<file path="src/can_cyclic_event_tx_scheduler_macros.svh">
// assertion helpers used by the scheduler back end
// each one expects i_clk and i_rst_n in scope
`ifndef CAN_CYCLIC_EVENT_TX_SCHEDULER_MACROS_SVH
`define CAN_CYCLIC_EVENT_TX_SCHEDULER_MACROS_SVH

// same-cycle implication
`define CCES_ASSERT_IMP(label, ante, cons, msg) \
    label: assert property (@(posedge i_clk) disable iff (!i_rst_n) (ante) |-> (cons)) \
        else $error(msg);

// next-cycle implication
`define CCES_ASSERT_NEXT(label, ante, cons, msg) \
    label: assert property (@(posedge i_clk) disable iff (!i_rst_n) (ante) |=> (cons)) \
        else $error(msg);

`endif

</file>
<file path="src/cces_pkg.sv">
`timescale 1ns / 1ps

package cces_pkg;

    // decoded operations, same encoding as the command field
    localparam logic [2:0] OP_TICK    = 3'd0;
    localparam logic [2:0] OP_TRIG    = 3'd1;
    localparam logic [2:0] OP_LOAD    = 3'd2;
    localparam logic [2:0] OP_PERIOD  = 3'd3;
    localparam logic [2:0] OP_BIND    = 3'd4;
    localparam logic [2:0] OP_RESTART = 3'd5;
    localparam logic [2:0] OP_CLEAR   = 3'd6;
    localparam logic [2:0] OP_NONE    = 3'd7;

    // result kinds and status codes
    localparam logic RK_FRAME  = 1'b0;
    localparam logic RK_STATUS = 1'b1;
    localparam logic ST_OK     = 1'b0;
    localparam logic ST_MISS   = 1'b1;

    localparam logic [3:0] FULL_LEN = 4'd8;

    // classified command beat, queued between front and back
    typedef struct packed {
        logic [2:0]  op;
        logic [4:0]  slot;
        logic        bind_ok;
        logic [10:0] fid;
        logic [3:0]  len;
        logic [63:0] data;
        logic [15:0] per;
        logic [31:0] now;
    } t_item;

    // result beat
    typedef struct packed {
        logic        kind;
        logic        status;
        logic [10:0] id;
        logic [3:0]  length;
        logic [63:0] data;
        logic        last;
    } t_result;

    function automatic logic [3:0] clamp_len(input logic [3:0] n);
        return (n > FULL_LEN) ? FULL_LEN : n;
    endfunction

    // byte mask covering the first len bytes
    function automatic logic [63:0] len_mask(input logic [3:0] len);
        logic [63:0] m;
        m = '0;
        for (int b = 0; b < 8; b++) begin
            m[8*b +: 8] = (4'(b) < len) ? 8'hFF : 8'h00;
        end
        return m;
    endfunction

endpackage

</file>
<file path="src/cces_fifo.sv">
`timescale 1ns / 1ps

module cces_fifo #(
    parameter int WIDTH = 8,
    parameter int DEPTH = 2
) (
    input  logic             i_clk,
    input  logic             i_rst_n,
    input  logic             i_push,
    input  logic [WIDTH-1:0] i_data,
    output logic             o_full,
    input  logic             i_pop,
    output logic [WIDTH-1:0] o_data,
    output logic             o_empty
);

    localparam int PW = (DEPTH > 1) ? $clog2(DEPTH) : 1;
    localparam int NW = $clog2(DEPTH + 1);

    logic [WIDTH-1:0] r_mem [DEPTH];
    logic [PW-1:0]    r_wptr, r_rptr;
    logic [NW-1:0]    r_cnt;
    logic             wr, rd;

    assign o_full  = (r_cnt == NW'(DEPTH));
    assign o_empty = (r_cnt == '0);
    assign wr      = i_push && !o_full;
    assign rd      = i_pop && !o_empty;
    assign o_data  = r_mem[r_rptr];

    // storage
    always_ff @(posedge i_clk) begin
        if (wr) begin
            r_mem[r_wptr] <= i_data;
        end
    end

    // pointers and fill count
    always_ff @(posedge i_clk) begin
        if (!i_rst_n) begin
            r_wptr <= '0;
            r_rptr <= '0;
            r_cnt  <= '0;
        end else begin
            if (wr) begin
                r_wptr <= (r_wptr == PW'(DEPTH - 1)) ? '0 : r_wptr + 1'b1;
            end
            if (rd) begin
                r_rptr <= (r_rptr == PW'(DEPTH - 1)) ? '0 : r_rptr + 1'b1;
            end
            case ({wr, rd})
                2'b10:   r_cnt <= r_cnt + 1'b1;
                2'b01:   r_cnt <= r_cnt - 1'b1;
                default: r_cnt <= r_cnt;
            endcase
        end
    end

endmodule

</file>
<file path="src/cces_front.sv">
`timescale 1ns / 1ps

module cces_front import cces_pkg::*; #(
    parameter int MAX_SLOTS = 32
) (
    input  logic        i_clk,
    input  logic        i_rst_n,
    input  logic        i_push,
    output logic        o_full,
    input  logic [2:0]  i_command,
    input  logic [4:0]  i_slot_index,
    input  logic [10:0] i_frame_id,
    input  logic [3:0]  i_byte_count,
    input  logic [63:0] i_payload,
    input  logic [15:0] i_period_ms,
    input  logic [31:0] i_now_ms,
    input  logic        i_pop,
    output t_item       o_item,
    output logic        o_empty
);

    t_item item;
    logic  keep;

    // decode and classify the incoming beat
    always_comb begin
        item.slot    = i_slot_index;
        item.bind_ok = ({27'b0, i_slot_index} < 32'(MAX_SLOTS));
        item.fid     = i_frame_id;
        item.len     = clamp_len(i_byte_count);
        item.data    = i_payload;
        item.per     = i_period_ms;
        item.now     = i_now_ms;
        unique case (i_command)
            OP_TICK:    item.op = OP_TICK;
            OP_TRIG:    item.op = OP_TRIG;
            OP_LOAD:    item.op = OP_LOAD;
            OP_PERIOD:  item.op = OP_PERIOD;
            OP_BIND:    item.op = OP_BIND;
            OP_RESTART: item.op = OP_RESTART;
            OP_CLEAR:   item.op = OP_CLEAR;
            default:    item.op = OP_NONE;
        endcase
    end

    // unknown commands are taken and dropped here
    assign keep = i_push && (item.op != OP_NONE);

    cces_fifo #(
        .WIDTH ($bits(t_item)),
        .DEPTH (2)
    ) u_cmd_q (
        .i_clk   (i_clk),
        .i_rst_n (i_rst_n),
        .i_push  (keep),
        .i_data  (item),
        .o_full  (o_full),
        .i_pop   (i_pop),
        .o_data  (o_item),
        .o_empty (o_empty)
    );

endmodule

</file>
<file path="config.mk">
export PLATFORM = sky130hd
export DESIGN_NAME = cces_front
export DESIGN_NICKNAME = d
export VERILOG_FILES = /design/src/can_cyclic_event_tx_scheduler_macros.svh /design/src/cces_pkg.sv /design/src/cces_fifo.sv /design/src/cces_front.sv
export SDC_FILE = /design/constraint.sdc
export NUM_CORES = 1
export LEC_CHECK = 0
export BUFFER_PORTS_ARGS = -buffer_cell sky130_fd_sc_hd__buf_2
export CORE_UTILIZATION = 44
export DETAILED_ROUTE_END_ITERATION = 12
export GPL_ROUTABILITY_DRIVEN = 0
export PLACE_DENSITY = 0.71
export REMOVE_ABC_BUFFERS = 1
export SLEW_MARGIN = 20
export SYNTH_ARGS = -nofsm -noshare
export SYNTH_HDL_FRONTEND = slang
export SYNTH_HIERARCHICAL = 1
export SYNTH_SLANG_ARGS = --single-unit
export TNS_END_PERCENT = 50
</file>
<file path="constraint.sdc">
create_clock -name i_clk -period 9.85 [get_ports i_clk]
set_clock_uncertainty 0.2 [all_clocks]
set_input_delay 1.97 -clock i_clk [delete_from_list [all_inputs] [get_ports i_clk]]
set_output_delay 1.97 -clock i_clk [all_outputs]
set_load 0.005 [all_outputs]
</file>
======== Word-level counts from Yosys, hierarchy flattened ========
Memory sizes are Yosys's and may differ from the RTL's. A register that Yosys moved wholly into a read port is not among the register bits.
Index checks and enable logic that the tools add are counted.
storage, ports and cells
  bits in registers ....................... 4
  memory bits (writable) .................. 270
  input bits .............................. 139
  word-level logic and storage cells ...... 36
  memories ................................ 1
cells by class
  add/sub/neg operators ................... 4
  order comparisons ....................... 1
  eq/ne operators ......................... 10
  mux-type cells .......................... 9
  reductions and logical operators ........ 8
memories
  name           depth  width  rd ports  clocked after Yosys merged registers in  wr ports  line             RTL
  u_cmd_q.r_mem  2      135    1         1                                        1         cces_fifo.sv:20  logic [WIDTH-1:0] r_mem [DEPTH];
operators by type and width
  cell                 count
  $pmux 3 s7           1
  $eq 3x3->1 const B   3
  $eq 3x2->1 const B   2
  $mux 1               6
  $eq 2x2->1 const B   2
  $gt 4x4->1 const B   1
  $mux 4               1
  $pmux 2 s2           1
  $eq 3x1->1 const B   1
  $logic_and 1x1->1    3
  $logic_not 3->1      1
  $ne 3x3->1 const B   1
  $add 1x1->1 const B  2
  $add 2x1->2 const B  1
  $eq 2x1->1 const B   1
  $logic_not 1->1      2
  $logic_not 2->1      1
  $reduce_bool 2->1    1
  $sub 2x1->2 const B  1

======== Logic depth before layout (Yosys ltp) ========
Gate-level depths: netlist (run 1).
  word-level depth ........................ 7
  mapped depth ............................ 7
  gate-level depth less buffers ........... 7

======== By module ========
The synthesis (run 1) kept the hierarchy.
by module, submodules not included
  module      times used  cells each  area an instance (um^2)  seq. area each (um^2)
  cces_fifo   1           449         10,038.4                 8,267.9
  cces_front  1           10          47.5                     0.0

======== Least setup slack after synthesis (run 1) ========
Ideal clock, no wire load.
  kind .................................... input port to flip-flop
  start ................................... input port i_push
  end ..................................... memory u_cmd_q/r_mem[1][0] (netlist bit), enable pin
  setup time .............................. 0.512 ns
  arrival ................................. 5.402 ns
  data required time ...................... 9.138 ns
  path slack .............................. 3.736 ns
  stages .................................. 3
  cells stage by stage .................... inv_1 a31oi_1 and3_1
on the way
  longest elaborated chain between the ends .. 4
RTL lines
  item                          line              RTL
  from (decl)                   cces_front.sv:8   input logic i_push,
  $logic_and 1x1->1             cces_front.sv:47  assign keep = i_push && (item.op != OP_NONE);
  named net keep                cces_front.sv:23  logic keep;
  $logic_and 1x1->1             cces_fifo.sv:27   assign wr = i_push && !o_full;
  $mux 1                        cces_fifo.sv:33   if (wr) begin
  $mux 1 (not written as such)  cces_fifo.sv:34   r_mem[r_wptr] <= i_data;
  to (decl)                     cces_fifo.sv:20
The timed path passes the listed nets, and every way through them passes these cells.

==> metrics.txt, run 1 <==
largest net degree at the start of global routing=76; busiest grt layer=met2; fraction of layout cells with a size suffix above 1=0.601; Crit Path Category=flip-flop to primary output; dpl hpwl=11,900 um; routing usage on met3=0.0491; Remaining Overflow, GRT=0; vias per std cell=4.84; Routed Antenna Nets=0; Int Pwr=2.55 mW; Final Setup Violations=0; register share of total power=0.462; number of antenna violations at the first check in global routing=2; WL final=roughly 18,000 um; post-synthesis mux area share=0.152; number of synthesized register bits=277; Net Sw Frac=0.234; Die X=153 um; Period Utilization, post-route=0.521; CTS buffer count=28; final hold vios=0; min Tclk post-route=around 5 ns; net switching power=0.782 mW; post-synthesis sequential area ratio=0.820; Inst Count DP=roughly 1,000; H-tree depth=1; actual slew at the worst max-slew pin=1.04 ns; clk sink count=277; WL/cell=17.4 um; initial detailed-routing violation count=around 290; DRC errors left=0; PnR Total Power=3.34 mW; post-synth cell types=23; critical path arrival=around 3 ns; Die Y=about 150 um; Port Buffers=276; syn avg cell area=22.0 um2; Slew HR=0.306; Slowest Stage Delay on Critical Path=0.96 ns; standard-cell rows=55; clk slew on worst S/H paths=around 0.06 ns; outcome=finished, final reports clean; Critical-path top delay cell=dfxtp_4; CP required=7.68 ns; CTS Buffer Depth=3; maxcap violations=0; RSZ-0062 raised after global routing=false; vias in the first global route=5,399; yosys warns=6; global-route wire length before repair=28,100 um; CP endpoint kind=primary output; Cell Pwr Density=261 nW/um2; Logic pwr share=0.191; Post-CTS Hold Fix Bufs=0; Compound-Gate Fraction of Synth Area=0.00385; Final nets=890; RR Startpoint=u_cmd_q/r_cnt[0]$_SDFFE_PN0P_; Leakage Power=4.75 nW; peak fanout along the critical path=75; Top-Level Pins=approximately 280; worst path cell trace=buf_4 > mux2_2 > buf_2; clk root buf=clkbuf_16; via count=5,118; filler instances=~1,700; GR Util met2=0.269; Starting Density=0.447; dominant combinational cell family by area after synthesis=multiplexers; GR Layer Usage met1=0.173; drt pass-1 iters=6; adder-cell share of the synthesized area=0.00124; Post-CTS Resized=0; HP Start=u_cmd_q/r_wptr$_SDFFE_PN0P_; Post-Synth Simple-Gate Area=0.00720; Synth Cell Area=~10,000 um2; post-synthesis instance total=between 400 and 500; clock insertion delay at the later pin of the skew report=0.52 ns; setup TNS=0 ns; die area=23,500 um2; TritonCTS clock tree=yes; Worst Setup Start Kind=flip-flop; Core ar.=22,600 um2; Peak VDD IR=180 uV; Final Hold Slack=0.305 ns; worst hold path class=flip-flop to flip-flop; Slew Limit Fails=0; gr usage total=0.152; Synth Area in XOR/XNOR=0.00261; n_diodes=0; area grow syn2layout=26.8%; Max Fclk=195 MHz; fin cells=1,057; Setup Buffers After CTS=0; clock share of power=0.346
==> cell usage after synthesis <==
master / instances / area [um2]
xnor2_1: 3 / 26.3
edfxtp_1: 272 / 8170
ha_1: 1 / 12.5
o21ai_0: 2 / 10.0
and3_1: 1 / 6.26
nand2b_2: 1 / 8.76
nand2_1: 1 / 3.75
inv_2: 1 / 3.75
nor2_1: 1 / 3.75
o21a_1: 1 / 7.51
nor2b_1: 5 / 31.3
inv_1: 3 / 11.3
buf_4: 1 / 7.51
conb_1: 1 / 3.75
mux2_2: 136 / 1530
and2_1: 1 / 6.26
or3_1: 2 / 12.5
clkbuf_1: 4 / 15.0
buf_2: 10 / 50.1
a21boi_1: 2 / 15.0
a31oi_1: 1 / 6.26
dfxtp_1: 5 / 100
buf_6: 4 / 45.0
==> through the flow <==
step	worst slack [ns]	utilization	cell area, um2
after floorplan	3.74	-	9970
after global placement	5.06	0.520	11700
after detailed placement	4.87	0.520	11700
after CTS	4.66	0.566	12800
after global routing	4.52	0.566	12800
final	4.72	0.566	12800
==> cell type report <==
class / instances / area, um2 / share of cell area
Clock buffer: 32 / 737 / 0.0576
Clock inverter: 20 / 303 / 0.0237
Inverter: 4 / 20.0 / 0.00157
Multi-Input combinational cell: 160 / 1690 / 0.132
Sequential cell: 277 / 8270 / 0.647
Tap cell: 285 / 357 / 0.0279
Timing Repair Buffer: 279 / 1400 / 0.110
==> power by group through the flow <==
stage               clock [mW]  combinational [mW]  sequential (mW)
global route              1.23               0.689             1.56
CTS                       1.19               0.651             1.54
global placement             0               0.634             1.56
detailed placement           0               0.644             1.57
finish                    1.16               0.639             1.54
floorplan                    0               0.372             1.58
==> placed cells by master (no fill, tap or decap) <==
cell type and count:
or3_1 2, clkinv_4 1, ha_1 1, conb_1 2
nor2b_1 5, edfxtp_1 272, dfxtp_1 4, inv_2 1
and3_4 1, nand2b_2 1, clkinvlp_4 2, and2_1 1
inv_1 2, o21ai_0 2, buf_4 3, inv_6 1
xnor2_1 3, o21a_1 1, dfxtp_4 1, nor2_1 1
a31oi_1 1, nand2_1 1, clkinv_1 5, clkinv_2 4
mux2_2 136, clkbuf_1 3, bufinv_16 8, a21boi_1 2
clkbuf_16 29, buf_2 276
==> routing by layer <==
layer | vias to the layer above | part of all wire
met5 | - | 0.00071
met2 | 209 | 0.51
met4 | 2 | 0.024
met3 | 37 | 0.085
met1 | 2482 | 0.38
li1 | 2388 | -
==> flip-flops by register name (all words and copies together) (netlist names), named ones only <==
signal,cells
u_cmd_q/r_mem,272
u_cmd_q/r_cnt,2
u_cmd_q/r_rptr,1
u_cmd_q/r_wptr,1
==> kinds of logic (layout without fill, tap and decap cells) <==
group           after synthesis  count (layout)
xor+xnor                      3               3
mux                         136             136
other cells                   1               2
compound gates                6               6
buf+inv                      23             335
simple gates                 12              12
flops                       277             277
fa+ha+maj                     1               1
==> critical path: cells and delay by family, from the launching register on <==
| kind | cells | cell delay, ns |
|---|---|---|
| buffers and inverters | 2 | 0.91 |
| flip-flops | 1 | 0.96 |
| multiplexers | 1 | 0.41 |
==> final timing paths <==
path	endpoint	slack [ns]	cells past startpoint
max	o_item[9]	4.72	3
min	u_cmd_q/r_wptr$_SDFFE_PN0P_	0.31	2
max reg2reg	u_cmd_q/r_mem[0][65]$_DFFE_PP_	6.79	5
min reg2reg	u_cmd_q/r_wptr$_SDFFE_PN0P_	0.31	2
Note: power is estimated with default switching activity, not from simulation.
==> inputs of run 2 (changes only) <==
==> constraint.sdc (replaced) <==
create_clock -name i_clk -period 5.1 [get_ports i_clk]
set_clock_uncertainty 0.2 [all_clocks]
set_input_delay 1.02 -clock i_clk [delete_from_list [all_inputs] [get_ports i_clk]]
set_output_delay 1.02 -clock i_clk [all_outputs]
set_load 0.005 [all_outputs]
==> metrics.txt, run 2 (same netlist as run 1, synthesis figures left out) <==
fin util=0.569; Cell Pwr Density=just over 500 nW/um2; Max Fclk=268 MHz; area grow syn2layout=27.4%; Worst Setup Start Kind=flip-flop; outcome=finished, final reports clean; fin worst setup slack=1.37 ns; clk root buf=clkbuf_16; vias in the first global route=approximately 5,500; worst hold path class=flip-flop to flip-flop; n_diodes=0; via count=5,186; Slew HR=0.293; max reg flops=272; global-route wire length before repair=29,000 um; vias per std cell=4.89; Period Utilization, post-route=0.732; net switching power=1.55 mW; peak fanout along the critical path=77; Core ar.=22,600 um2; Final nets=approximately 890; Inst Count DP=1,007; standard-cell rows=55; commonest non-fill, non-tap cell in the layout=buf_2; Placed Area=11,800 um2; fraction of layout cells with a size suffix above 1=0.604; Crit Path Category=flip-flop to primary output; Peak VDD IR=around 330 uV; Final Setup Violations=0; clk sink count=277; DP Worst Slack=approximately 1.6 ns; Slew Limit Fails=0; WL final=about 19,000 um; die area=~24,000 um2; actual slew at the worst max-slew pin=1.06 ns; critical path arrival=2.51 ns; Setup Buffers After CTS=0; Critical-path top delay cell=dfxtp_4; CP required=between 3 and 4 ns; Remaining Overflow, GRT=0; PnR Total Power=6.50 mW; Slowest Stage Delay on Critical Path=~1.0 ns; number of antenna violations at the first check in global routing=2; H-tree depth=1; TritonCTS clock tree=yes; Reg with most FFs=u_cmd_q/r_mem; Port Buffers=276; Post-CTS Hold Fix Bufs=0; Routed Antenna Nets=0; Top-Level Pins=277; drt pass-1 iters=4; setup TNS=0 ns; Die Y=153 um; clk slew on worst S/H paths=0.06 ns; filler instances=1,705; initial detailed-routing violation count=260; WL/cell=17.7 um; Net Sw Frac=0.238; Post-CTS Resized=0; Logic pwr share=0.193; Final Instance Area=12,800 um2; Final Hold Slack=approximately 0.32 ns; Leakage Power=4.79 nW; Regs by FF count=u_cmd_q/r_mem: 272 flops, u_cmd_q/r_cnt: 2 flops; Int Pwr=4.95 mW; commonest cells after routing, fill and taps aside=276 x buf_2, 272 x edfxtp_1, 136 x mux2_2; worst path cell trace=buf_12 > mux2_2 > buf_2; final hold vios=0; CP endpoint kind=primary output; CTS Buffer Depth=3; gr usage total=0.157; DRC errors left=0; clock share of power=0.348; RSZ-0062 raised after global routing=false; Starting Density=0.447; maxcap violations=0; register share of total power=0.459; CTS buffer count=29; clock insertion delay at the later pin of the skew report=0.53 ns; fin cells=1,061; dpl hpwl=12,300 um; reg2reg setup slack=2.51 ns; min Tclk post-route=between 3 and 4 ns; largest net degree at the start of global routing=81; Die X=about 150 um
-- run 2: cell count changes in the layout (fill, tap and decap cells not counted), sizes merged --
cell	change
buf	+2
clkbuf	-1
clkinv	+3
clkinvlp	-1
inv	+1
-- run 2: area by class of cell --
class,count,area [um2],share of cell area
Sequential cell,277,8270,0.644
Multi-Input combinational cell,160,1690,0.132
Clock buffer,31,733,0.0571
Inverter,4,20.0,0.00156
Clock inverter,23,315,0.0245
Tap cell,285,357,0.0278
Timing Repair Buffer,281,1460,0.113
-- run 2: worst paths after layout --
path	startpoint	to	cells after the start
setup / recovery	flip-flop	o_item[47]	3
hold / removal	u_cmd_q/r_wptr$_SDFFE_PN0P_	u_cmd_q/r_wptr$_SDFFE_PN0P_	2
setup reg to reg	u_cmd_q/r_cnt[0]$_SDFFE_PN0P_	u_cmd_q/r_mem[0][57]$_DFFE_PP_	5
hold reg to reg	u_cmd_q/r_wptr$_SDFFE_PN0P_	u_cmd_q/r_wptr$_SDFFE_PN0P_	2
-- run 2: per-layer routing --
metal | GRT usage | vias to the layer above | part of all wire
li1 | - | 2398 | -
met1 | 0.183 | 2535 | 0.39
met2 | 0.279 | 206 | 0.50
met3 | 0.0445 | 45 | 0.075
met4 | 0.0548 | 2 | 0.033
met5 | 0 | - | 0.00069
-- run 2: worst max-delay path, delay by kind of cell, from the launching register on --
kind | cells | cell delay (ns)
muxes | 1 | 0.39
buffers and inverters | 2 | 0.51
DFF | 1 | 1.02
-- run 2: power groups by stage --
stage	Sequential (mW)	Combinational [mW]	Clock, mW
floorplan	3.05	0.719	0
global placement	3.01	1.24	0
global route	3.01	1.35	2.39
CTS	2.99	1.27	2.31
detailed placement	3.03	1.26	0
finish	2.98	1.25	2.26
