### src/can_cyclic_event_tx_scheduler_macros.svh
// assertion helpers used by the scheduler back end
// each one expects i_clk and i_rst_n in scope
`ifndef CAN_CYCLIC_EVENT_TX_SCHEDULER_MACROS_SVH
`define CAN_CYCLIC_EVENT_TX_SCHEDULER_MACROS_SVH

// same-cycle implication
`define CCES_ASSERT_IMP(label, ante, cons, msg) \
    label: assert property (@(posedge i_clk) disable iff (!i_rst_n) (ante) |-> (cons)) \
        else $error(msg);

// next-cycle implication
`define CCES_ASSERT_NEXT(label, ante, cons, msg) \
    label: assert property (@(posedge i_clk) disable iff (!i_rst_n) (ante) |=> (cons)) \
        else $error(msg);

`endif

### src/cces_fifo.sv
`timescale 1ns / 1ps

module cces_fifo #(
    parameter int WIDTH = 8,
    parameter int DEPTH = 2
) (
    input  logic             i_clk,
    input  logic             i_rst_n,
    input  logic             i_push,
    input  logic [WIDTH-1:0] i_data,
    output logic             o_full,
    input  logic             i_pop,
    output logic [WIDTH-1:0] o_data,
    output logic             o_empty
);

    localparam int PW = (DEPTH > 1) ? $clog2(DEPTH) : 1;
    localparam int NW = $clog2(DEPTH + 1);

    logic [WIDTH-1:0] r_mem [DEPTH];
    logic [PW-1:0]    r_wptr, r_rptr;
    logic [NW-1:0]    r_cnt;
    logic             wr, rd;

    assign o_full  = (r_cnt == NW'(DEPTH));
    assign o_empty = (r_cnt == '0);
    assign wr      = i_push && !o_full;
    assign rd      = i_pop && !o_empty;
    assign o_data  = r_mem[r_rptr];

    // storage
    always_ff @(posedge i_clk) begin
        if (wr) begin
            r_mem[r_wptr] <= i_data;
        end
    end

    // pointers and fill count
    always_ff @(posedge i_clk) begin
        if (!i_rst_n) begin
            r_wptr <= '0;
            r_rptr <= '0;
            r_cnt  <= '0;
        end else begin
            if (wr) begin
                r_wptr <= (r_wptr == PW'(DEPTH - 1)) ? '0 : r_wptr + 1'b1;
            end
            if (rd) begin
                r_rptr <= (r_rptr == PW'(DEPTH - 1)) ? '0 : r_rptr + 1'b1;
            end
            case ({wr, rd})
                2'b10:   r_cnt <= r_cnt + 1'b1;
                2'b01:   r_cnt <= r_cnt - 1'b1;
                default: r_cnt <= r_cnt;
            endcase
        end
    end

endmodule

### config.mk
export PLATFORM = sky130hd
export DESIGN_NAME = cces_fifo
export DESIGN_NICKNAME = d
export VERILOG_FILES = /design/src/can_cyclic_event_tx_scheduler_macros.svh /design/src/cces_fifo.sv
export SDC_FILE = /design/constraint.sdc
export NUM_CORES = 1
export LEC_CHECK = 0
export BUFFER_PORTS_ARGS = -buffer_cell sky130_fd_sc_hd__buf_2
export CAP_MARGIN = 10
export CORE_MARGIN = 10
export CORE_UTILIZATION = 49
export CTS_CLUSTER_DIAMETER = 120
export DETAILED_ROUTE_END_ITERATION = 7
export PLACE_DENSITY = 0.81
export SLEW_MARGIN = 20
export SYNTH_ARGS = -nofsm -noshare
export SYNTH_HDL_FRONTEND = slang
export SYNTH_SLANG_ARGS = --single-unit
export TNS_END_PERCENT = 50
### constraint.sdc
create_clock -name i_clk -period 1.65 [get_ports i_clk]
set_clock_uncertainty 0.05 [all_clocks]
set_input_delay 0.2475 -clock i_clk [delete_from_list [all_inputs] [get_ports i_clk]]
set_output_delay 0.2475 -clock i_clk [all_outputs]
set_load 0.05 [all_outputs]
Yosys cells after proc, flatten, opt, wreduce, memory -nomap -nowiden
Memory sizes are Yosys's and may differ from the RTL's. A register that Yosys moved wholly into a read port is not among the register bits.
Cells that the tools add are included.
{"block": "totals", "ff_bits": 4, "ramBits": 16, "input_bits": 12, "output_inout_bits": 10, "wordCells": 24, "mem_count": 1}
{"name": "r_mem", "words": 2, "word_bits": 8, "read_ports": 1, "rd_ports_with_merged_regs": 1, "write_ports": 1, "line": "cces_fifo.sv:20", "text": "logic [WIDTH-1:0] r_mem [DEPTH];"}
{"block": "op_classes", "addsub": 4, "n_eq_ne": 3, "n_mux": 7, "n_reduce_logical": 6}
{"cell": "$mux W1", "n": 6}
{"cell": "$eq A2 B2 Y1 const B", "n": 2}
{"cell": "$pmux W2 S2", "n": 1}
{"cell": "$add A1 B1 Y1 const B", "n": 2}
{"cell": "$add A2 B1 Y2 const B", "n": 1}
{"cell": "$eq A2 B1 Y1 const B", "n": 1}
{"cell": "$logic_and A1 B1 Y1", "n": 2}
{"cell": "$logic_not A1 Y1", "n": 2}
{"cell": "$logic_not A2 Y1", "n": 1}
{"cell": "$reduce_bool A2 Y1", "n": 1}
{"cell": "$sub A2 B1 Y2 const B", "n": 1}

Depth between registers and ports, before layout
Gate-level depths: netlist (run 1).
{"block": "logic_depth", "word_depth": 5, "ltp_mapped": 6, "depth_no_buf": 6}

Worst setup path before layout (run 1)
No wires, ideal clock.
{"block": "synth_timing", "path_type": "register -> register", "from": "reg r_cnt[0]", "to": "mem r_mem[0][0], enable pin", "setup_time_ns": 0.324, "t_arrival_ns": 1.190, "t_required_ns": 1.276, "setup_slack_ns": 0.086, "stages_incl_launch_ff": 5, "path_buffers": 0, "synth_period_minus_slack_ns": 1.564, "path_cell_list": "dfxtp_1 nand2b_2 inv_2 or3_1 inv_1"}
{"block": "synth_via", "elab_chain_cells": 5}
{"item": "from (decl)", "line": "cces_fifo.sv:22", "text": "logic [NW-1:0] r_cnt;"}
{"item": "from (signal assigned)", "line": "cces_fifo.sv:52", "text": "2'b10: r_cnt <= r_cnt + 1'b1;"}
{"item": "from (signal assigned)", "line": "cces_fifo.sv:53", "text": "2'b01: r_cnt <= r_cnt - 1'b1;"}
{"item": "from (signal assigned)", "line": "cces_fifo.sv:54", "text": "default: r_cnt <= r_cnt;"}
{"item": "$eq A2 B2 Y1", "line": "cces_fifo.sv:25", "text": "assign o_full = (r_cnt == NW'(DEPTH));"}
{"item": "net o_full", "line": "cces_fifo.sv:11", "text": "output logic o_full,"}
{"item": "$logic_not A1 Y1", "line": "cces_fifo.sv:27", "text": "assign wr = i_push && !o_full;"}
{"item": "$logic_and A1 B1 Y1", "line": "cces_fifo.sv:27"}
{"item": "$mux W1", "line": "cces_fifo.sv:33", "text": "if (wr) begin"}
{"item": "$mux W1 (not written as such)", "line": "cces_fifo.sv:34", "text": "r_mem[r_wptr] <= i_data;"}
{"item": "to (decl)", "line": "cces_fifo.sv:20"}
The timed path passes the listed nets, and every way through them passes these cells.

==> results of run 1 <==
[worst max-delay path, delay by kind of cell, from the launching register on]
kind     cells  cell delay [ps]
flops        1              430
mux          1              350
buf+inv      1              210
[path summary, 6_finish.rpt]
kind | start | endpoint | depth (start not counted)
worst max-delay path | flip-flop | o_data[4] | 2
worst min-delay path | i_data[6] | r_mem[1][6] | 1
worst max register to register | r_cnt[0] | r_cnt[1] | 5
worst min register to register | r_wptr | r_wptr | 2
[layout make-up]
class	instances	area [µm²]	area share, %
tap	16	20.0	2.08
inverter	3	11.3	1.17
sequential	21	584	60.7
clock buffer	4	26.3	2.73
multi-input combinational	26	215	22.4
timing repair buffer	21	105	10.9
[logic make-up after synthesis]
| logic type | after synthesis | synth area share (%) |
|---|---|---|
| simple gates | 9 | 6.64 |
| flops | 21 | 71.6 |
| mux | 8 | 11.1 |
| xor+xnor | 3 | 3.24 |
| fa+ha+maj | 1 | 1.54 |
| buf+inv | 4 | 1.85 |
| compound gates | 5 | 4.01 |
[stage by stage]
step	util (%)	instances
final	62.4	91
after global routing	62.4	91
after CTS	62.3	91
after detailed placement	60.5	87
after global placement	60.5	87
after floorplan	-	51
[power by group]
group / switching (mW) / total (mW) / internal, mW
logic: 0.515 / 0.763 / 0.248
clock network: 0.135 / 0.229 / 0.0938
registers: 0.0779 / 0.764 / 0.686
total: 0.728 / 1.76 / 1.03
[what timing repair did]
item / in CTS / in global routing
setup buffers: 0 / 0
gates resized for setup: 1 / 2
setup endpoints to repair: 8 / 16
[routing by layer]
| metal | global-route usage [%] | vias up | part of all wire, % |
|---|---|---|---|
| met5 | 0 | - | 0 |
| met4 | 3.76 | 0 | 1.2 |
| met3 | 3.13 | 2 | 5.2 |
| met2 | 14.1 | 11 | 53 |
| met1 | 7.48 | 219 | 40 |
| li1 | - | 232 | - |
[flip-flops by register name, summed over array words and instances (netlist names), named ones only]
signal and flops:
r_wptr 1, r_rptr 1, r_cnt 2, r_mem 16
[cells in the final DEF, fill, tap and decap left out]
cell	instances
dfxtp_1	4
xnor2_1	3
clkbuf_4	3
nand2_1	1
buf_2	21
mux2_2	8
and2_1	1
inv_2	2
nor2_1	1
edfxtp_1	16
and3_1	1
or3_1	2
clkbuf_1	1
a21boi_1	2
inv_1	1
ha_1	1
o21a_1	1
o21ai_0	2
dfxtp_4	1
nor2b_1	2
nand2b_2	1
==> metrics.md, run 1 <==
| Metric | Value |
|---|---|
| Distinct cells, synth | `18` |
| Top cells by area, synth | `edfxtp_1 59%, dfxtp_1 12%, mux2_2 11%` |
| Die Width | `60.7 µm` |
| I/O Buffers | `21` |
| Pre-Repair DR Iteration Count | `2` |
| N_diodes | `0` |
| DR DRC count | `0` |
| Total CTS buffers | `3` |
| Maximum vdd drop | `0.933 mV` |
| Detailed Route Iter0 Violations | `18` |
| I/O Pins | `22` |
| Outcome | `complete, no violations` |
| Power Total | `1.76 mW` |
| Static leakage | `0.382 nW` |
| Slew Limit Fails | `0` |
| Worst Setup End Kind | `primary output` |
| Top-count cell post-synth | `edfxtp_1` |
| Clock transition at path regs | `110 ps` |
| Area grow syn2layout | `18.7%` |
| GRT overflow | `0` |
| Syn_area_per_cell | `15.9 µm²` |
| Flop2flop setup slack | `80 ps` |
| Hold WC Path Type | `input pin to flip-flop` |
| GP Congestion | `0.692` |
| Number of fill cells | `123` |
| Worst hold margin | `93.6 ps` |
| Worst-Skew Late Latency | `280 ps` |
| Antenna Nets Post-Route | `0` |
| RSZ-0062 raised after global routing | `no` |
| Sink Count | `21` |
| Layout cells sized above 1 | `48.0%` |
| Via/cell ratio | `5.10` |
| Die area | `3680 µm²` |
| First-pass GRT wire length | `2130 µm` |
| Clock tree buffer depth | `2` |
| Syn_nets | `64` |
| Cells along the critical path | `mux2_2 -> buf_2` |
| Top cell type's share of synthesized area | `59.3%` |
| Vias in the first global route | `501` |
| CP required | `1350 ps` |
| Startpoint Class | `flip-flop` |
| Cell taking the most area after synthesis | `edfxtp_1` |
| Slew HR | `74.4%` |
| Starting density of the core | `52.6%` |
| CP peak stage delay | `430 ps` |
| Slowest CP cell | `dfxtp_4` |
| Synth top cells by count | `16 x edfxtp_1, 8 x mux2_2, 5 x dfxtp_1` |
| Max_cap viols | `0` |
| Mapped Area | `811 µm²` |
| Avg WL per Cell | `15.3 µm` |
| Hpwl dp | `1090 µm` |
| Top achievable clock speed | `635 MHz` |
| CTS Hold Bufs | `0` |
| Final setup viols | `0` |
| WL final | `1390 µm` |
| Die height | `60.7 µm` |
| Post-placement cell area | `932 µm²` |
| Core Area | `1540 µm²` |
| Ys Warns | `0` |
| Via count | `464` |
| Synthesized instance count | `51` |
| Final Hold Viols | `0` |
| Post-route cell area | `962 µm²` |
| Synth async-reset ratio | `0%` |
| Crit path time final | `1570 ps` |
| Initial antenna violation count | `0` |
| Worst Setup Slack, final | `75.7 ps` |
| Crit Path Category | `flip-flop to primary output` |
| CTS root buffer | `clkbuf_4` |
| Final net count | `89` |
| CP Max Fanout | `8` |
| Count of state elements after synthesis | `21` |
| Gr usage total | `7.81%` |
| CTS H-Tree Depth | `1` |
| Ys flop type | `edfxtp_1` |
| EDFF count, synth | `16` |
| Pwr/cell area | `1830 nW/µm²` |
| Post-synthesis sequential area ratio | `71.6%` |
| Arrival time at the worst endpoint | `1280 ps` |
| Place WS | `55.2 ps` |
| Setup TNS | `0 ps` |
| Row count | `14` |
| CTS tree | `yes` |
| Least-Margin Pin Slew | `384 ps` |
| Fin crit share | `95.4%` |
| Largest net degree at the start of global routing | `12` |
(Power assumes the default switching activity.)
==> inputs of run 2 (changes only) <==
==> constraint.sdc (replaced) <==
create_clock -name i_clk -period 1.8 [get_ports i_clk]
set_clock_uncertainty 0.05 [all_clocks]
set_input_delay 0.36 -clock i_clk [delete_from_list [all_inputs] [get_ports i_clk]]
set_output_delay 0.36 -clock i_clk [all_outputs]
set_load 0.05 [all_outputs]
==> metrics.md, run 2 (same netlist as run 1, synthesis figures left out) <==
| Metric | Value |
|---|---|
| CP Max Fanout | `8 (unchanged)` |
| Crit Path Category | `flip-flop to primary output (unchanged)` |
| Maximum vdd drop | `0.983 mV (was 0.933 mV)` |
| Routed length on met1 | `573 µm (was 557 µm)` |
| I/O Pins | `22 (unchanged)` |
| Sink Count | `21 (unchanged)` |
| Final net count | `89 (unchanged)` |
| Post CTS Setup Buffer Count | `0 (unchanged)` |
| DR WL met3 | `102 µm (was 73 µm)` |
| Outcome | `complete, no violations (unchanged)` |
| Fin cells | `91 (unchanged)` |
| Hpwl dp | `1070 µm (was 1090 µm)` |
| Max_cap viols | `0 (unchanged)` |
| Row count | `14 (unchanged)` |
| Total CTS buffers | `3 (unchanged)` |
| Initial antenna violation count | `0 (unchanged)` |
| Final Hold Viols | `0 (unchanged)` |
| Biggest regs | `r_mem: 16 flops, r_cnt: 2 flops (unchanged)` |
| Max reg flops | `16 (unchanged)` |
| N_diodes | `0 (unchanged)` |
| Detailed Route Iter0 Violations | `8 (was 18)` |
| Via count | `455 (was 464)` |
| Top reg by flops | `r_mem (unchanged)` |
| Die height | `60.7 µm (unchanged)` |
| Gr usage total | `7.78% (was 7.81%)` |
| GP Congestion | `0.683 (was 0.692)` |
| Via/cell ratio | `5.00 (was 5.10)` |
| Least-Margin Pin Slew | `374 ps (was 384 ps)` |
| Core Area | `1540 µm² (unchanged)` |
| Worst Setup End Kind | `primary output (unchanged)` |
| I/O Buffers | `21 (unchanged)` |
| DR DRC count | `0 (unchanged)` |
| Worst-Skew Late Latency | `280 ps (about the same)` |
| Final setup viols | `0 (unchanged)` |
| Slew Limit Fails | `0 (unchanged)` |
| Max Used Layer | `met4 (unchanged)` |
| Static leakage | `0.383 nW (was 0.382 nW)` |
| RSZ-0062 raised after global routing | `no (unchanged)` |
| Pre-Repair DR Iteration Count | `2 (unchanged)` |
| Crit path time final | `1700 ps` |
| CP required | `1390 ps (was 1350 ps)` |
| Startpoint Class | `flip-flop (unchanged)` |
| Setup TNS | `0 ps (unchanged)` |
| CTS H-Tree Depth | `1 (unchanged)` |
| Avg WL per Cell | `14.9 µm (was 15.3 µm)` |
| Arrival time at the worst endpoint | `1290 ps (was 1280 ps)` |
| Power Total | `1.60 mW (was 1.76 mW)` |
| GRT overflow | `0 (unchanged)` |
| WL final | `1360 µm (was 1390 µm)` |
| Top achievable clock speed | `587 MHz` |
| Starting density of the core | `52.6% (unchanged)` |
| Most common cell after layout, fill and taps aside | `buf_2 (unchanged)` |
| Area grow syn2layout | `18.4% (was 18.7%)` |
| Layout cells sized above 1 | `46.7% (was 48.0%)` |
| Number of fill cells | `124 (was 123)` |
| Largest net degree at the start of global routing | `12 (unchanged)` |
| Clock transition at path regs | `100 ps (was 110 ps)` |
| Clock tree buffer depth | `2 (unchanged)` |
| Die Width | `60.7 µm (unchanged)` |
| First-pass GRT wire length | `2100 µm (was 2130 µm)` |
| Hold WC Path Type | `input pin to flip-flop (unchanged)` |
| Vias in the first global route | `475 (was 501)` |
| Fin crit share | `94.7%` |
| Most frequent cells in the layout | `21 x buf_2, 16 x edfxtp_1, 8 x mux2_2 (unchanged)` |
| Slew HR | `75.1% (was 74.4%)` |
| Pwr/cell area | `1670 nW/µm² (was 1830 nW/µm²)` |
| DR WL met2 | `669 µm (was 744 µm)` |
| Dpl cells | `87 (unchanged)` |
| Die area | `3680 µm² (unchanged)` |
| Antenna Nets Post-Route | `0 (unchanged)` |
| CTS tree | `yes (unchanged)` |
| CTS root buffer | `clkbuf_4 (unchanged)` |
## run 2: cell types whose count changed in the layout (fill, tap and decap cells not counted)
cell     previous run  this run
inv_1               1         2
dfxtp_4             1         0
inv_2               2         1
dfxtp_2             0         1
## run 2: report_power, final
part,internal (mW),switching (mW),leakage (nW)
logic,0.227,0.469,0.177
registers,0.626,0.0686,0.191
clock network,0.0859,0.122,0.0150
## run 2: layout make-up
cell class	instances	area, µm²	share of cell area [%]
flip-flops and latches	21	582	60.6
multi-input cells	26	215	22.4
repair buffers	21	105	11.0
clock buffers	4	26.3	2.74
well taps	16	20.0	2.09
inverters	3	11.3	1.17
## run 2: worst paths after layout
| check | from | end | slack (ps) | cells after the start |
|---|---|---|---|---|
| max | flip-flop | o_data[2] | 100 | 2 |
| min | i_data[3] | r_mem[0][3] | 210 | 1 |
| max reg2reg | r_cnt[0] | r_mem[0][6] | 220 | 4 |
| min reg2reg | r_wptr | r_wptr | 460 | 2 |
## run 2: metrics by stage
step	utilization [%]	hold WS, ps	setup WS, ps	area (µm²)
after floorplan	-	407	236	811
after global placement	60.5	430	286	932
after detailed placement	60.5	450	227	932
after CTS	62.3	203	68.4	960
after global routing	62.3	182	25.6	960
final	62.3	210	96.3	960
## run 2: timing repair
item / in CTS / in global routing
endpoints found under the setup margin: 8 / 0
hold buffers: 0 / 0
resized for setup: 1 / 0
hold endpoints to repair: 0 / 0
## run 2: per-layer routing
layer	track usage (%)	vias up
met4	3.76	0
li1	-	235
met2	13.0	11
met3	3.55	2
met1	8.15	207
met5	0	-
## run 2: critical path, stage by stage (launching register included)
cell and delay (ps):
dfxtp_2 440, mux2_2 360, buf_2 210
==> inputs of run 3 (changes only) <==
--- a/config.mk
+++ b/config.mk
@@ -8,10 +8,11 @@
 export BUFFER_PORTS_ARGS = -buffer_cell sky130_fd_sc_hd__buf_2
 export CAP_MARGIN = 10
 export CORE_MARGIN = 10
-export CORE_UTILIZATION = 49
+export CORE_UTILIZATION = 52
+export CTS_BUF_LIST = sky130_fd_sc_hd__clkbuf_2
 export CTS_CLUSTER_DIAMETER = 120
 export DETAILED_ROUTE_END_ITERATION = 7
-export PLACE_DENSITY = 0.81
+export PLACE_DENSITY = 0.85
 export SLEW_MARGIN = 20
 export SYNTH_ARGS = -nofsm -noshare
 export SYNTH_HDL_FRONTEND = slang
==> constraint.sdc (replaced) <==
create_clock -name i_clk -period 1.65 [get_ports i_clk]
set_clock_uncertainty 0.05 [all_clocks]
set_input_delay 0.33 -clock i_clk [delete_from_list [all_inputs] [get_ports i_clk]]
set_output_delay 0.33 -clock i_clk [all_outputs]
set_load 0.05 [all_outputs]
==> metrics.md, run 3 (same netlist as run 1, synthesis figures left out) <==
| Metric | Value |
|---|---|
| Outcome | `complete, no violations (unchanged)` |
| Final setup viols | `0 (unchanged)` |
| Slew Limit Fails | `0 (unchanged)` |
| Slowest CP cell | `dfxtp_4 (was dfxtp_2)` |
| Crit path time final | `1630 ps` |
| Hold WC Path Type | `input pin to flip-flop (unchanged)` |
| Pwr/cell area | `1810 nW/µm² (was 1670 nW/µm²)` |
| Via/cell ratio | `5.25 (was 5.00)` |
| RR Endpoint | `r_mem[0][2] (was r_mem[0][6])` |
| Starting density of the core | `54.5% (was 52.6%)` |
| Vias in the first global route | `486 (was 475)` |
| Antenna Nets Post-Route | `0 (unchanged)` |
| GP Congestion | `0.645 (was 0.683)` |
| Worst Setup Slack, final | `24.4 ps (was 96.3 ps)` |
| Max reg flops | `16 (unchanged)` |
| Layout cells sized above 1 | `49.3% (was 46.7%)` |
| Crit Path Category | `flip-flop to primary output (unchanged)` |
| Avg WL per Cell | `14.9 µm (about the same)` |
| Worst min-delay path endpoint | `r_mem[1][7] (was r_mem[0][3])` |
| RSZ-0062 raised after global routing | `yes (was no)` |
| Worst hold stages | `1 (unchanged)` |
| Worst R2R Start | `r_cnt[0] (unchanged)` |
| Top reg by flops | `r_mem (unchanged)` |
| Gr usage total | `7.62% (was 7.78%)` |
| FF/Latch Area | `586 µm² (was 582 µm²)` |
| Max_cap viols | `0 (unchanged)` |
| Least-Margin Pin Slew | `384 ps (was 374 ps)` |
| Largest net degree at the start of global routing | `12 (unchanged)` |
| Most frequent cells in the layout | `16 x edfxtp_1, 12 x buf_2, 8 x mux2_4, 8 x buf_6, 4 x clkbuf_2 (was 21 x buf_2, 16 x edfxtp_1, 8 x mux2_2)` |
| WL final | `1350 µm (was 1360 µm)` |
| CTS tree | `yes (unchanged)` |
| Worst Setup End Kind | `primary output (unchanged)` |
| Final net count | `89 (unchanged)` |
| Number of fill cells | `103 (was 124)` |
| Initial antenna violation count | `0 (unchanged)` |
| Worst-Skew Late Latency | `310 ps (was 280 ps)` |
| Pre-Repair DR Iteration Count | `4 (was 2)` |
| Reg2reg path depth | `4 (unchanged)` |
| GRT overflow | `0 (unchanged)` |
| Total CTS buffers | `3 (unchanged)` |
| Area grow syn2layout | `28.2% (was 18.4%)` |
| CP Max Fanout | `8 (unchanged)` |
| Final Hold Viols | `0 (unchanged)` |
| Most common cell after layout, fill and taps aside | `edfxtp_1 (was buf_2)` |
| Cells along the critical path | `mux2_4 -> buf_6 (was mux2_2 -> buf_2)` |
| Die height | `59.5 µm (was 60.7 µm)` |
| Biggest regs | `r_mem: 16 flops, r_cnt: 2 flops (unchanged)` |
| CTS root buffer | `clkbuf_2 (was clkbuf_4)` |
| Post CTS Setup Buffer Count | `0 (unchanged)` |
| Die Width | `59.5 µm (was 60.7 µm)` |
| Clock tree buffer depth | `2 (unchanged)` |
| First-pass GRT wire length | `2010 µm (was 2100 µm)` |
| Via count | `478 (was 455)` |
| DR DRC count | `0 (unchanged)` |
| I/O Buffers | `21 (unchanged)` |
| Setup TNS | `0 ps (unchanged)` |
| N_diodes | `0 (unchanged)` |
| Row count | `14 (unchanged)` |
| Fin crit share | `98.5%` |
| Place WS | `59.9 ps (was 227 ps)` |
| Arrival time at the worst endpoint | `1250 ps (was 1290 ps)` |
| CP peak stage delay | `470 ps (was 440 ps)` |
| Flop2flop setup slack | `110 ps (was 220 ps)` |
| Top achievable clock speed | `615 MHz` |
| CTS H-Tree Depth | `1 (unchanged)` |
| Core Area | `1490 µm² (was 1540 µm²)` |
| Clock transition at path regs | `180 ps (was 100 ps)` |
| Sink Count | `21 (unchanged)` |
| I/O Pins | `22 (unchanged)` |
| Startpoint Class | `flip-flop (unchanged)` |
| Detailed Route Iter0 Violations | `2 (was 8)` |
| Hpwl dp | `1010 µm (was 1070 µm)` |
| Slew HR | `74.4% (was 75.1%)` |
| Beginning of the worst hold path | `i_data[7] (was i_data[3])` |
| Multi-input gate area | `245 µm² (was 215 µm²)` |
| Static leakage | `0.429 nW (was 0.383 nW)` |
| CP required | `1270 ps (was 1390 ps)` |
| Die area | `3540 µm² (was 3680 µm²)` |
| Maximum vdd drop | `1.10 mV (was 0.983 mV)` |
==> run 3: power breakdown <==
part	internal, mW	total, mW	switching [mW]
sequential	0.690	0.779	0.0897
combinational	0.375	0.896	0.522
clock	0.0642	0.205	0.140
==> run 3: what timing repair did <==
item                                    4_1_cts  5_1_grt
hold endpoints to repair                      0        0
hold buffers                                  0        0
endpoints found under the setup margin        8       18
resized for setup                            18       10
==> run 3: how the worst max path moves through the flow <==
stage	from	end	slack (ps)	cells after the start
2_1_floorplan	r_cnt[0]	r_mem[0][0]	90	4
3_3_place_gp	r_cnt[0]	r_mem[0][3]	130	4
3_5_place_dp	r_cnt[0]	r_mem[0][0]	60	4
4_1_cts	flip-flop	o_data[1]	-8	2
5_1_grt	flip-flop	o_data[6]	-40	2
6_report	flip-flop	o_data[1]	20	2
==> run 3: layout make-up <==
class | instances | share of cell area (%)
inverter | 3 | 1.08
multi-input combinational | 26 | 23.6
sequential | 21 | 56.3
clock buffer | 4 | 1.93
timing repair buffer | 21 | 15.2
tap | 16 | 1.93
==> run 3: critical path, delay by kind of cell (launching register included) <==
family	cells	cell delay [ps]
flip-flops	1	470
multiplexers	1	320
buffers and inverters	1	150
==> run 3: per-stage QoR <==
step | cells | utilization [%] | instance area [µm²] | total power, mW | hold slack (ps)
6_report | 91 | 69.8 | 1040 | 1.88 | 144
5_1_grt | 91 | 69.8 | 1040 | 1.98 | 117
4_1_cts | 91 | 67.6 | 1010 | 1.84 | 134
3_5_place_dp | 87 | 62.6 | 932 | 1.53 | 449
3_3_place_gp | 87 | 62.6 | 932 | 1.52 | 425
2_1_floorplan | 51 | - | 811 | 1.38 | 379
==> run 3: routing by layer <==
| metal | vias to the layer above | GRT usage, % | wire length [µm] |
|---|---|---|---|
| li1 | 238 | - | - |
| met1 | 218 | 7.97 | 574 |
| met2 | 17 | 12.0 | 640 |
| met3 | 5 | 3.43 | 102 |
| met4 | 0 | 4.92 | 35 |
| met5 | - | 0 | 0 |
